`src/rtl/wwp_pkg.sv`:
```
`timescale 1ns / 1ps
// wwp_pkg: shared constants, controller state type and the command/status
// structs between wwp_ctrl and wwp_datapath. no dependencies.
package wwp_pkg;

    localparam int ROW_WIDTH_DEF = 20;
    localparam int CHAR_W        = 8;
    localparam int COL_W         = 5;

    localparam logic [CHAR_W-1:0] SPACE_CHAR = 8'h20;

    typedef enum logic [1:0] {
        ST_IDLE,
        ST_CHECK,
        ST_BREAK,
        ST_FLUSH
    } wwp_state_t;

    typedef struct packed {
        logic accept;
        logic issue;
        logic flush_row;
    } wwp_cmd_t;

    typedef struct packed {
        logic issue_ok;
        logic last_col;
        logic need_break;
        logic need_flush;
        logic flush_after;
    } wwp_status_t;

endpackage

```
`src/rtl/wwp_ctrl.sv`:
```
`timescale 1ns / 1ps
// wwp_ctrl: sequencer for accepting text bytes and issuing row reads.
// depends on wwp_pkg.
module wwp_ctrl
    import wwp_pkg::*;
(
    input  logic        clk,
    input  logic        rst_n,
    input  logic        in_valid,
    output logic        in_stall,
    input  wwp_status_t status,
    output wwp_cmd_t    cmd
);

    wwp_state_t state_reg;
    wwp_state_t state_next;
    logic       row_done;

    assign row_done = status.issue_ok && status.last_col;

    always_ff @(posedge clk or negedge rst_n)
    begin
        if (!rst_n)
        begin
            state_reg <= ST_IDLE;
        end
        else
        begin
            state_reg <= state_next;
        end
    end

    always_comb
    begin
        state_next = state_reg;
        unique case (state_reg)
            ST_IDLE:
            begin
                if (in_valid)
                begin
                    state_next = ST_CHECK;
                end
            end
            ST_CHECK:
            begin
                if (status.need_break)
                begin
                    state_next = ST_BREAK;
                end
                else if (status.need_flush)
                begin
                    state_next = ST_FLUSH;
                end
                else
                begin
                    state_next = ST_IDLE;
                end
            end
            ST_BREAK:
            begin
                if (row_done)
                begin
                    state_next = status.flush_after ? ST_FLUSH : ST_IDLE;
                end
            end
            ST_FLUSH:
            begin
                if (row_done)
                begin
                    state_next = ST_IDLE;
                end
            end
            default:
            begin
                state_next = ST_IDLE;
            end
        endcase
    end

    always_comb
    begin
        in_stall      = 1'b1;
        cmd.accept    = 1'b0;
        cmd.issue     = 1'b0;
        cmd.flush_row = 1'b0;
        unique case (state_reg)
            ST_IDLE:
            begin
                in_stall   = 1'b0;
                cmd.accept = in_valid;
            end
            ST_CHECK:
            begin
                in_stall = 1'b1;
            end
            ST_BREAK:
            begin
                cmd.issue = 1'b1;
            end
            ST_FLUSH:
            begin
                cmd.issue     = 1'b1;
                cmd.flush_row = 1'b1;
            end
            default:
            begin
                in_stall = 1'b1;
            end
        endcase
    end

    // a row is only ever started from the check step or right after a break row
    a_flush_entry: assert property (@(posedge clk) disable iff (!rst_n)
        (state_reg == ST_FLUSH && $past(state_reg) != ST_FLUSH) |->
            ($past(state_reg) == ST_CHECK || $past(state_reg) == ST_BREAK))
        else $error("flush row entered from wrong state");

    a_break_entry: assert property (@(posedge clk) disable iff (!rst_n)
        (state_reg == ST_BREAK && $past(state_reg) != ST_BREAK) |->
            $past(state_reg) == ST_CHECK)
        else $error("break row entered from wrong state");

    a_stall_busy: assert property (@(posedge clk) disable iff (!rst_n)
        $past(cmd.accept) |-> in_stall)
        else $error("second item taken before check step");

endmodule

```
`src/rtl/wwp_datapath.sv`:
```
`timescale 1ns / 1ps
// wwp_datapath: circular line buffer, break point tracking, read stage and
// output register. depends on wwp_pkg, driven by wwp_ctrl.
module wwp_datapath
    import wwp_pkg::*;
#(
    parameter int ROW_WIDTH = ROW_WIDTH_DEF
)
(
    input  logic              clk,
    input  logic              rst_n,
    input  wwp_cmd_t          cmd,
    output wwp_status_t       status,
    input  logic [CHAR_W-1:0] in_char,
    input  logic              last_char,
    output logic              out_valid,
    input  logic              out_stall,
    output logic [CHAR_W-1:0] out_char,
    output logic [COL_W-1:0]  column,
    output logic              row_end,
    output logic              last_of_run,
    output logic              text_end
);

    localparam int AW    = $clog2(ROW_WIDTH + 1);
    localparam int DEPTH = 1 << AW;
    localparam int FW    = $clog2(ROW_WIDTH + 2);
    localparam int CW    = $clog2(ROW_WIDTH);

    localparam logic [FW-1:0] RW_F     = FW'(ROW_WIDTH);
    localparam logic [FW-1:0] RW1_F    = FW'(ROW_WIDTH + 1);
    localparam logic [CW-1:0] LAST_COL = CW'(ROW_WIDTH - 1);

    logic [CHAR_W-1:0] mem [DEPTH];

    logic [AW-1:0]     head_reg;
    logic [FW-1:0]     fill_reg;
    logic              ls_valid_reg;
    logic [FW-1:0]     ls_pos_reg;
    logic              last_reg;
    logic [FW-1:0]     chunk_reg;
    logic [FW-1:0]     skip_reg;
    logic [CW-1:0]     col_reg;

    logic              rd_valid_reg;
    logic [CHAR_W-1:0] rd_data_reg;
    logic              rd_pad_reg;
    logic [CW-1:0]     rd_col_reg;
    logic              rd_row_end_reg;
    logic              rd_lor_reg;
    logic              rd_te_reg;

    logic              out_valid_reg;
    logic [CHAR_W-1:0] out_char_reg;
    logic [COL_W-1:0]  column_reg;
    logic              row_end_reg;
    logic              lor_reg;
    logic              te_reg;

    logic              is_space;
    logic              keep;
    logic [AW-1:0]     waddr;
    logic [AW-1:0]     raddr;
    logic              out_free;
    logic              issue_ok;
    logic              fire;
    logic              last_col;
    logic              flush_after;
    logic [FW-1:0]     chunk_sel;
    logic              pad;
    logic              lor;

    assign is_space    = (in_char == SPACE_CHAR);
    assign keep        = !((fill_reg == '0) && is_space);
    assign waddr       = head_reg + AW'(fill_reg);
    assign raddr       = head_reg + AW'(col_reg);
    assign out_free    = !out_valid_reg || !out_stall;
    assign issue_ok    = !rd_valid_reg || out_free;
    assign fire        = cmd.issue && issue_ok;
    assign last_col    = (col_reg == LAST_COL);
    // a flush row follows the break row only at end of text with something left over
    assign flush_after = last_reg && (skip_reg != RW1_F);
    assign chunk_sel   = cmd.flush_row ? fill_reg : chunk_reg;
    assign pad         = (FW'(col_reg) >= chunk_sel);
    assign lor         = last_col && (cmd.flush_row || !flush_after);

    assign status.issue_ok    = issue_ok;
    assign status.last_col    = last_col;
    assign status.need_break  = (fill_reg == RW1_F);
    assign status.need_flush  = last_reg && (fill_reg != '0);
    assign status.flush_after = flush_after;

    always_ff @(posedge clk)
    begin
        if (cmd.accept && keep)
        begin
            mem[waddr] <= in_char;
        end
    end

    always_ff @(posedge clk or negedge rst_n)
    begin
        if (!rst_n)
        begin
            head_reg     <= '0;
            fill_reg     <= '0;
            ls_valid_reg <= 1'b0;
            last_reg     <= 1'b0;
            col_reg      <= '0;
        end
        else if (cmd.accept)
        begin
            last_reg <= last_char;
            if (keep)
            begin
                fill_reg <= fill_reg + FW'(1);
                // remember the last space in positions 1 to ROW_WIDTH-1
                if (is_space && fill_reg != '0 && fill_reg < RW_F)
                begin
                    ls_valid_reg <= 1'b1;
                end
            end
        end
        else if (fire)
        begin
            col_reg <= last_col ? '0 : col_reg + CW'(1);
            if (last_col)
            begin
                ls_valid_reg <= 1'b0;
                if (cmd.flush_row)
                begin
                    fill_reg <= '0;
                end
                else
                begin
                    head_reg <= head_reg + AW'(skip_reg);
                    fill_reg <= RW1_F - skip_reg;
                end
            end
        end
    end

    // break point, latched when the row overflows by one character
    always_ff @(posedge clk)
    begin
        if (cmd.accept && keep && is_space && fill_reg != '0 && fill_reg < RW_F)
        begin
            ls_pos_reg <= fill_reg;
        end
        if (cmd.accept && fill_reg == RW_F)
        begin
            if (is_space)
            begin
                chunk_reg <= RW_F;
                skip_reg  <= RW1_F;
            end
            else if (ls_valid_reg)
            begin
                chunk_reg <= ls_pos_reg;
                skip_reg  <= ls_pos_reg + FW'(1);
            end
            else
            begin
                chunk_reg <= RW_F;
                skip_reg  <= RW_F;
            end
        end
    end

    // read stage
    always_ff @(posedge clk or negedge rst_n)
    begin
        if (!rst_n)
        begin
            rd_valid_reg <= 1'b0;
        end
        else if (fire)
        begin
            rd_valid_reg <= 1'b1;
        end
        else if (out_free)
        begin
            rd_valid_reg <= 1'b0;
        end
    end

    always_ff @(posedge clk)
    begin
        if (fire)
        begin
            rd_data_reg    <= mem[raddr];
            rd_pad_reg     <= pad;
            rd_col_reg     <= col_reg;
            rd_row_end_reg <= last_col;
            rd_lor_reg     <= lor;
            rd_te_reg      <= lor && last_reg;
        end
    end

    // output register
    always_ff @(posedge clk or negedge rst_n)
    begin
        if (!rst_n)
        begin
            out_valid_reg <= 1'b0;
        end
        else if (out_free)
        begin
            out_valid_reg <= rd_valid_reg;
        end
    end

    always_ff @(posedge clk)
    begin
        if (out_free && rd_valid_reg)
        begin
            out_char_reg <= rd_pad_reg ? SPACE_CHAR : rd_data_reg;
            column_reg   <= COL_W'(rd_col_reg);
            row_end_reg  <= rd_row_end_reg;
            lor_reg      <= rd_lor_reg;
            te_reg       <= rd_te_reg;
        end
    end

    assign out_valid   = out_valid_reg;
    assign out_char    = out_char_reg;
    assign column      = column_reg;
    assign row_end     = row_end_reg;
    assign last_of_run = lor_reg;
    assign text_end    = te_reg;

    a_fill_range: assert property (@(posedge clk) disable iff (!rst_n)
        fill_reg <= RW1_F)
        else $error("line buffer overfilled");

    a_space_pos: assert property (@(posedge clk) disable iff (!rst_n)
        ls_valid_reg |-> (ls_pos_reg != '0 && ls_pos_reg < fill_reg))
        else $error("tracked space outside buffered text");

    a_flush_clears: assert property (@(posedge clk) disable iff (!rst_n)
        (fire && last_col && cmd.flush_row) |=> (fill_reg == '0 && !ls_valid_reg))
        else $error("buffer not empty after flush row");

    a_no_accept_busy: assert property (@(posedge clk) disable iff (!rst_n)
        cmd.accept |-> !cmd.issue)
        else $error("byte taken while a row is issued");

endmodule

```
`src/rtl/word_wrap_padded_rows.sv`:
```
`timescale 1ns / 1ps
// word_wrap_padded_rows: greedy word wrap of a byte stream into space-padded
// rows. top level, instantiates wwp_ctrl and wwp_datapath, uses wwp_pkg.
//
//   channel | handshake          | payload
//   --------+--------------------+-------------------------------------------
//   in      | in_valid/in_stall  | in_char, last_char
//   out     | out_valid/out_stall| out_char, column, row_end, last_of_run,
//           |                    | text_end
//
// a byte is accepted, then the buffer state is checked before the next byte
// is taken. a finished row is read out one buffer read per column through
// the single read port; a flush at the end of text reads out another row.
// out_stall holds the read stage and output register; reads resume as soon
// as the output register drains. reset clears control state only, the line
// buffer needs no clearing pass.
module word_wrap_padded_rows
    import wwp_pkg::*;
#(
    parameter int ROW_WIDTH = ROW_WIDTH_DEF
)
(
    input  logic              clk,
    input  logic              rst_n,
    input  logic              in_valid,
    output logic              in_stall,
    input  logic [CHAR_W-1:0] in_char,
    input  logic              last_char,
    output logic              out_valid,
    input  logic              out_stall,
    output logic [CHAR_W-1:0] out_char,
    output logic [COL_W-1:0]  column,
    output logic              row_end,
    output logic              last_of_run,
    output logic              text_end
);

    wwp_cmd_t    cmd;
    wwp_status_t status;

    wwp_ctrl u_ctrl (
        .clk      (clk),
        .rst_n    (rst_n),
        .in_valid (in_valid),
        .in_stall (in_stall),
        .status   (status),
        .cmd      (cmd)
    );

    wwp_datapath #(
        .ROW_WIDTH (ROW_WIDTH)
    ) u_datapath (
        .clk         (clk),
        .rst_n       (rst_n),
        .cmd         (cmd),
        .status      (status),
        .in_char     (in_char),
        .last_char   (last_char),
        .out_valid   (out_valid),
        .out_stall   (out_stall),
        .out_char    (out_char),
        .column      (column),
        .row_end     (row_end),
        .last_of_run (last_of_run),
        .text_end    (text_end)
    );

endmodule

```
`config.mk`:
```
export PLATFORM = sky130hd
export DESIGN_NAME = word_wrap_padded_rows
export DESIGN_NICKNAME = d
export VERILOG_FILES = /design/src/rtl/wwp_pkg.sv /design/src/rtl/wwp_ctrl.sv /design/src/rtl/wwp_datapath.sv /design/src/rtl/word_wrap_padded_rows.sv
export SDC_FILE = /design/constraint.sdc
export NUM_CORES = 1
export LEC_CHECK = 0
export ABC_CLOCK_PERIOD_IN_PS = 6350
export BUFFER_PORTS_ARGS = -buffer_cell sky130_fd_sc_hd__buf_2
export CORE_ASPECT_RATIO = 0.9
export CORE_MARGIN = 1.5
export CORE_UTILIZATION = 60
export CTS_CLUSTER_SIZE = 28
export DETAILED_ROUTE_END_ITERATION = 8
export PLACE_DENSITY = 0.75
export REMOVE_ABC_BUFFERS = 1
export SLEW_MARGIN = 0
export SYNTH_ARGS = -nofsm -noshare
export SYNTH_HDL_FRONTEND = slang
export SYNTH_SLANG_ARGS = --single-unit
```
`constraint.sdc`:
```
create_clock -name clk -period 6.35 [get_ports clk]
set_input_delay 0.9525 -clock clk [delete_from_list [all_inputs] [get_ports clk]]
set_output_delay 0.9525 -clock clk [all_outputs]
set_load 0.005 [all_outputs]
```
==> results of run 1 <==
## critical path: cells and delay by family, from the launching register on
kind | cells | cell delay [ps]
compound gates | 1 | 360
mux | 2 | 360
flops | 1 | 430
fa+ha+maj | 2 | 1510
simple gates | 2 | 340
buf+inv | 2 | 810
## cell usage after synthesis (13+ instances only)
| cell | count |
|---|---|
| nor4_1 | 30 |
| nor2_1 | 39 |
| a21o_1 | 13 |
| nand2_1 | 16 |
| edfxtp_1 | 304 |
| clkbuf_1 | 43 |
| a21oi_1 | 15 |
| ha_1 | 24 |
| mux2i_1 | 43 |
| a2111oi_0 | 112 |
| nor2b_1 | 113 |
| inv_1 | 17 |
| nand3_1 | 34 |
| dfrtp_1 | 21 |
## area by class of cell
class / count / area [um2] / area share [%]
clock buffer: 47 / 921 / 6.02
clock inverter: 11 / 61.3 / 0.401
inverter: 18 / 67.6 / 0.442
multi-input combinational: 535 / 4000 / 26.2
sequential: 325 / 9650 / 63.1
tap: 297 / 372 / 2.43
timing repair buffer: 38 / 223 / 1.46
## kinds of logic after synthesis
group                      after synthesis  synth area share (%)
and+or+nand+nor                        271                  11.1
adders and majority gates               27                  2.59
muxes                                   47                  3.49
DFF                                    325                  69.3
xor gates and xnor gates                22                  1.60
buffers and inverters                   79                  2.31
AOI/OAI and AO/OA                      168                  9.65
## path summary, 6_finish.rpt
check	from	endpoint	slack [ps]
worst max-delay path	u_datapath.col_reg[0]	u_datapath.rd_data_reg[4]	2200
worst min-delay path	rst_n	u_datapath.ls_valid_reg	420
worst max register to register	u_datapath.col_reg[0]	u_datapath.rd_data_reg[4]	2200
worst min register to register	u_datapath.rd_col_reg[1]	u_datapath.column[1]	420
max in group asynchronous	rst_n	u_datapath.out_valid	5560
min in group clk	u_datapath.rd_col_reg[1]	u_datapath.column[1]	420
## layout by cell type (no fill, tap or decap), drive strengths merged, types with 6 or more instances in the layout
cell type,count
nand3,34
a21o,13
and2,7
a2111oi,112
mux2i,43
buf,38
and2b,6
inv,19
nor2,39
o21ai,12
clkinv,7
clkbuf,47
xnor2,14
dfrtp,21
nor2b,113
xor2,8
edfxtp,304
a21oi,16
nor4,30
nand2,16
ha,24
## metrics by stage
step	hold WS [ps]	std cells
floorplan	400	878
global placement	403	1213
detailed placement	405	1213
CTS	418	1271
global route	426	1271
finish	419	1271
## per-layer routing
| layer | vias to the layer above | track usage, % |
|---|---|---|
| met3 | 48 | 5.47 |
| li1 | 3721 | - |
| met4 | 0 | 8.05 |
| met1 | 4029 | 40.2 |
| met5 | - | 0 |
| met2 | 344 | 37.6 |
==> reports/results.ini, run 1 <==
[floorplanning]
rows = 52
dieArea_um2 = 24200
ios = 31
die_w_um = 164
fp.dieH_um = 148
core_region_area_um2 = 22600
start_util_pct = 61.6

[setup_path]
path_max_fanout = 86
critical_path.max_stage_delay_ps = 1300
crit_chain = ha_2 -> inv_1 -> fa_4 -> buf_4 -> and2b_1 -> a2111oi_0 -> nor4_1 -> mux2i_1 -> mux2i_1
worst_path_most_repeated_cell = mux2i_1
critical_path_arrival_ps = 4390
cp_slowest_cell = fa_4
required_ps = 6580
setup.worst_path.end_class = flop
crit_type = flop to flop
worst-r2r-cell-count = 9
startpoint_type = flop

[run]
max-cap-violations = 0

[logic_synthesis]
syn_area_per_cell_um2 = 14.8
async_reset_ff_share_pct = 6.46
synth_cell_types = 52
ys_ff_latch = 325
synth_edf_count = 304
yosys_warnings = 0
ys_top_cells_by_area = edfxtp_1, a2111oi_0, nor2b_1, dfrtp_1, mux2i_1
synth_top_area_share_pct = 65.5
synth_area_um2 = 13900
netlist_instances = 939
synth-seq-area-share_pct = 69.3
synth_flop_cell = edfxtp_1
yosys.area.top_type = edfxtp_1

[timing]
rsz0062_at_grt = false
finalCriticalPeriod_ps = 4150
drv_slew = 0
layout_setup_ws_ps = 2200
fin_crit_sh_pct = 65.4
fmax_ghz = 0.241
hold_violations = 0
skew_ps = 15.0
worstMarginPinSlew_ps = 1190
setup_tns_ps = 0
setup_viol_count_final = 0
maxSlewHeadroom_pct = 20.9

[routing]
top_layer = met4
vias = 8142
dr.pass1.iters = 5
wl_per_cell_um = 24.0
drc = 0
antenna_left = 0
wl_met2_um = 13600
drt_iter0_drc = 983
vias_per_cell = 6.41
wl_met1_um = 13700
route.met3.wl_um = 2460
routed_wl_um = 30500

[global_routing]
grt_pass1_wl_um = 46300
antenna_found_initial = 1
grt.overflow.total = 0
grt_pass1_vias = 7566
grt_max_degree = 87
track_usage_pct = 26.1

[clock_tree]
clk_pin_slew_ps = 60
clock_path_buffers = 3
cts_setup_buffers = 0
cts_made_buffers = 34
htreeDepth = 2
cts_tree = done
cts_resized = 0
clk_latency_ps = 520
cts_sinks = 325
hold_buffers = 0
cts_root_buf = clkbuf_16

[cells_and_area]
drive_above_1_share_pct = 10.1
fin_nets = 992
nFillCells = 1556
area_growth_pct = 9.77
antenna_cells = 0
largest_reg_flops = 256
finalInstanceArea_um2 = 15300
fin_util_pct = 67.6

[placement]
dp_slack_ps = 2210
dp_hpwl_um = 18100
dpl-instance-area_um2 = 14300
portBuffers = 30
gp_routability_congestion = 0.825

[status]
status = completed

[min_path]
hp-class = primary input to asynchronous set/reset pin

Power of run 1 is left out: the tool's default activity adds up to more than one toggle a clock period on the data nets, which glitch-free logic cannot reach.
==> run 2, diff against run 1 <==
ABC_CLOCK_PERIOD_IN_PS = 4000   (was 6350)
clock period = 4 ns   (was 6.35 ns; I/O delays follow)
==> run 2 against run 1 <==
Effect of this change:
- setup slack worse by 2000 ps
- non-clock buffer count is 64 higher
- sequential share of layout area is 2.3 points lower
- wire length is 8.2% higher
- critical path depth stayed put
- clock skew is 1.9 ps higher
- hold slack worse by 350 ps
==> reports/results.ini, run 2 (synthesis gave the netlist of run 1 again) <==
[placement]
dp_cells = 1277
dpl-instance-area_um2 = 14800
dp_slack_ps = 304
portBuffers = 30
gp_routability_congestion = 0.821
dp_hpwl_um = 20800

[clock_tree]
clock_path_buffers = 3
clk_latency_ps = 510
cts_setup_buffers = 0
htreeDepth = 2
clk_pin_slew_ps = 60
hold_buffers = 0
cts_tree = done
cts_root_buf = clkbuf_16
cts_sinks = 325
cts_made_buffers = 34
cts_resized = 0

[timing]
layout_setup_ws_ps = 233
worstMarginPinSlew_ps = 1140
hold_violations = 0
fmax_ghz = 0.265
maxSlewHeadroom_pct = 23.4
finalCriticalPeriod_ps = 3770
fin_crit_sh_pct = 94.2
hold_ws_ps = 68.4
skew_ps = 16.9
rsz0062_at_grt = false
setup_viol_count_final = 0
drv_slew = 0

[status]
status = completed

[setup_path]
r2r_slack_ps = 230
worst-r2r-cell-count = 9
crit_type = flop to flop
reg2reg_to = u_datapath.rd_data_reg[1]
critical_path_arrival_ps = 3980
path_max_fanout = 46
setup.worst_path.end_class = flop
startpoint_type = flop
rr_startpoint = u_datapath.col_reg[0]
required_ps = 4220

[min_path]
hp-class = primary input to asynchronous set/reset pin

[global_routing]
antenna_found_initial = 2
grt.overflow.total = 0
track_usage_pct = 28.2
grt_pass1_wl_um = 49800
grt_max_degree = 63
grt_pass1_vias = 8181

[cells_and_area]
final_cells = 1340
fin_nets = 1056
final_cell_mix = edfxtp_1, nor2b_1, a2111oi_0, buf_4, mux2i_1
layout_commonest_cell = edfxtp_1
largest_reg_flops = 256
nFillCells = 1448
finalInstanceArea_um2 = 15900
drive_above_1_share_pct = 15.9
area_growth_pct = 13.9

[floorplanning]
rows = 52
die_w_um = 164
start_util_pct = 61.6
fp.dieH_um = 148
dieArea_um2 = 24200
core_region_area_um2 = 22600
ios = 31

[routing]
routed_wl_um = 33000
vias_per_cell = 6.50
wl_per_cell_um = 24.6
vias = 8709
antenna_left = 0
drc = 0
dr.pass1.iters = 5
drt_iter0_drc = 927

[run]
max-cap-violations = 0

-- run 2: cell types whose count changed in the layout (fill, tap and decap cells not counted) --
cell,delta
buf_12,+1
buf_4,+63
bufinv_16,+1
clkbuf_16,+2
clkinv_2,+3
clkinvlp_4,-3
diode_2,+2
-- run 2: routing by layer --
layer,global-route usage (%),vias up,share of wire [%]
met1,43.4,4333,42
met5,0,-,0
met3,5.16,62,9.8
li1,-,3861,-
met2,41.8,453,46
met4,7.05,0,2.3
-- run 2: worst max-delay path, cell delays in order (launching register included) --
cell       delay, ps
dfrtp_1          430
ha_2             210
inv_1             50
fa_4            1120
nor2b_1          110
a2111oi_0        730
nor4_1           240
buf_4            200
mux2i_1          240
mux2i_1          130
-- run 2: final cells by class --
| cell class | count | area (um2) | share of cell area [%] |
|---|---|---|---|
| inverters | 18 | 67.6 | 0.426 |
| repair buffers | 102 | 716 | 4.51 |
| clock buffers | 49 | 971 | 6.12 |
| diodes | 2 | 5.00 | 0.0315 |
| multi-input cells | 535 | 4000 | 25.2 |
| clock inverters | 12 | 83.8 | 0.528 |
| flip-flops and latches | 325 | 9650 | 60.8 |
| well taps | 297 | 372 | 2.34 |
-- run 2: through the flow --
stage | utilization, % | setup TNS [ps]
CTS | 70.1 | 0
global route | 70.1 | 0
floorplan | - | -17270
finish | 70.1 | 0
detailed placement | 65.4 | 0
global placement | 65.4 | 0
-- run 2: worst max-delay path by stage --
stage,from,to,slack [ps],cells past startpoint
after floorplan,u_datapath.col_reg[0],u_datapath.rd_data_reg[0],-2170,7
after global placement,u_datapath.col_reg[0],u_datapath.rd_data_reg[7],370,10
after detailed placement,u_datapath.col_reg[0],u_datapath.rd_data_reg[1],300,9
after CTS,u_datapath.col_reg[0],u_datapath.rd_data_reg[1],280,9
after global routing,u_datapath.col_reg[0],u_datapath.rd_data_reg[0],110,9
final,u_datapath.col_reg[0],u_datapath.rd_data_reg[1],230,9
Power of run 2 is left out for the same reason.
==> run 3, diff against run 2 <==
SYNTH_HIERARCHICAL = 1   (was not set)
==> run 3 against run 2 <==
Effect of this change:
- core utilization is 0.79 points lower
- sequential share of layout area up 2.8 points
- cell count decreased by 18%
- synthesized cell count shrank 24%
- via count down 22%
- count of clock-buffer cells in the layout is 14 lower
- highest routed layer unchanged
- wire length decreased by 16%
==> reports/results.ini, run 3 <==
[logic_synthesis]
synth_cell_types = 55
synth_edf_count = 304
synth_area_um2 = 13600
synth.area.mux_share_pct = 14.2
netlist_instances = 716
synth_compound_area_share_pct = 3.21
synth-seq-area-share_pct = 71.2
ys_top_cells_by_area = edfxtp_1, mux4_2, dfrtp_1, ha_1, mux2i_1
ys_ff_latch = 325
synth_adder_area_share_pct = 2.66
syn_area_per_cell_um2 = 18.9
async_reset_ff_share_pct = 6.46
synth_top_family_by_area = multiplexers
yosys_warnings = 6
synth_flop_cell = edfxtp_1
synth_xor_area_share_pct = 1.50
synthTopCellsByCount = edfxtp_1, mux4_2, nor2_1
yosys.area.top_type = edfxtp_1
synth-simple-area-share_pct = 5.03
synth.most_common_cell = edfxtp_1
synth_top_area_share_pct = 67.4

[floorplanning]
dieArea_um2 = 23500
rows = 51
die_w_um = 161
start_util_pct = 61.9
core_region_area_um2 = 21900
fp.dieH_um = 146
ios = 31

[clock_tree]
cts_made_buffers = 31
htreeDepth = 1
cts_sinks = 325
clk_latency_ps = 560
hold_buffers = 0
clk_pin_slew_ps = 60
cts_root_buf = clkbuf_16
cts_setup_buffers = 0
clock_path_buffers = 3
cts_tree = done
cts_resized = 0

[global_routing]
grt_pass1_vias = 6880
grt_max_degree = 65
antenna_found_initial = 0
grt_pass1_wl_um = 42700
grt.overflow.total = 0
track_usage_pct = 24.6

[setup_path]
r2r_slack_ps = 700
startpoint_type = flop
required_ps = 4190
critical_path_arrival_ps = 3490
path_max_fanout = 13
crit_type = flop to flop
setup.worst_path.end_class = flop

[timing]
drv_slew = 0
setup_viol_count_final = 0
worstMarginPinSlew_ps = 953
fin_crit_sh_pct = 82.5
skew_ps = 29.5
maxSlewHeadroom_pct = 36.0
finalCriticalPeriod_ps = 3300
fmax_ghz = 0.303
rsz0062_at_grt = false
hold_violations = 0

[routing]
routed_wl_um = 27800
dr.pass1.iters = 5
vias = 6794
vias_per_cell = 6.21
drt_iter0_drc = 671
wl_per_cell_um = 25.4
antenna_left = 0
drc = 0

[cells_and_area]
multiInputGateArea_um2 = 3620
fin_nets = 818
largest_reg_flops = 256
final_cells = 1094
antenna_cells = 0
seqCellArea_um2 = 9650
drive_above_1_share_pct = 24.3
area_growth_pct = 11.9
nFillCells = 1355
layout_commonest_cell = edfxtp_1
final_cell_mix = edfxtp_1, mux4_2, nor2_1, clkbuf_16, buf_2
finalInstanceArea_um2 = 15200

[power]
ir_drop_v = 0.000705
powerDensity_nw_per_um2 = 902
p_total_mw = 13.7
p_leak_nw = 5.15

[placement]
dp_cells = 1036
portBuffers = 30
dpl-instance-area_um2 = 14100
dp_hpwl_um = 17700
gp_routability_congestion = 0.870

[status]
status = completed

[min_path]
hp-class = primary input to asynchronous set/reset pin

[run]
max-cap-violations = 0

==> run 3: cell types whose count changed in the layout (fill, tap and decap cells not counted), moves of 22 or more <==
cell       change
a2111oi_0    -112
mux2i_1       -22
mux4_2        +55
nand3_1       -24
buf_4         -47
nor2b_1      -102
nor4_1        -29
==> run 3: cell families after synthesis <==
family | count (synthesis)
and+or+nand+nor | 128
AOI/OAI and AO/OA | 68
adders and majority gates | 27
xor gates and xnor gates | 21
buffers and inverters | 42
muxes | 105
DFF | 325
==> run 3: per-layer routing <==
layer  GRT usage [%]  up-vias  share of wire (%)
li1                -     2981                  -
met1            37.5     3466                 43
met2            37.0      301                 46
met3            4.30       46                8.3
met4            7.22        0                2.6
met5               0        -                  0
==> run 3: worst paths after layout <==
kind                                               start                endpoint  cells past startpoint
worst min register to register  u_datapath/rd_col_reg[2]    u_datapath/column[2]                      0
worst max-delay path                 u_ctrl/state_reg[1]    u_datapath/mem[0][3]                      7
worst max register to register       u_ctrl/state_reg[1]    u_datapath/mem[0][3]                      7
max in group asynchronous                          rst_n  u_datapath/fill_reg[1]                      1
worst min-delay path                               rst_n     u_ctrl/state_reg[1]                      1
min in group clk                               out_stall    u_datapath/out_valid                      2
==> run 3: stage by stage <==
| stage | util (%) | hold slack [ps] | TNS, ps | worst slack, ps |
|---|---|---|---|---|
| after floorplan | - | 304 | -1880 | -257 |
| after global placement | 64.3 | 403 | 0 | 867 |
| after detailed placement | 64.3 | 407 | 0 | 811 |
| after CTS | 69.3 | 12.4 | 0 | 739 |
| after global routing | 69.3 | 35.3 | 0 | 513 |
| final | 69.3 | 8.20 | 0 | 698 |
==> run 3: critical path, cell delays in order (launching register included) <==
cell and delay, ps:
dfrtp_1 510, or2_2 340, nor2_1 110, buf_4 180, inv_1 130, a31oi_1 360, or3b_1 600, nor2_1 680
==> run 3: area by class of cell <==
type                       instances  share of cell area (%)
clock buffer                      35                    5.21
clock inverter                    23                    1.97
inverter                          15                   0.371
multi-input combinational        349                    23.9
sequential                       325                    63.6
tap                              291                    2.40
timing repair buffer              56                    2.52
==> run 3: where the power goes <==
part           switching, mW  total [mW]  internal (mW)
Clock                   1.22        3.10           1.87
Combinational           3.29        6.12           2.83
Sequential             0.271        4.47           4.20
Total                   4.78        13.7           8.90
Power figures use the tool's default switching activity.
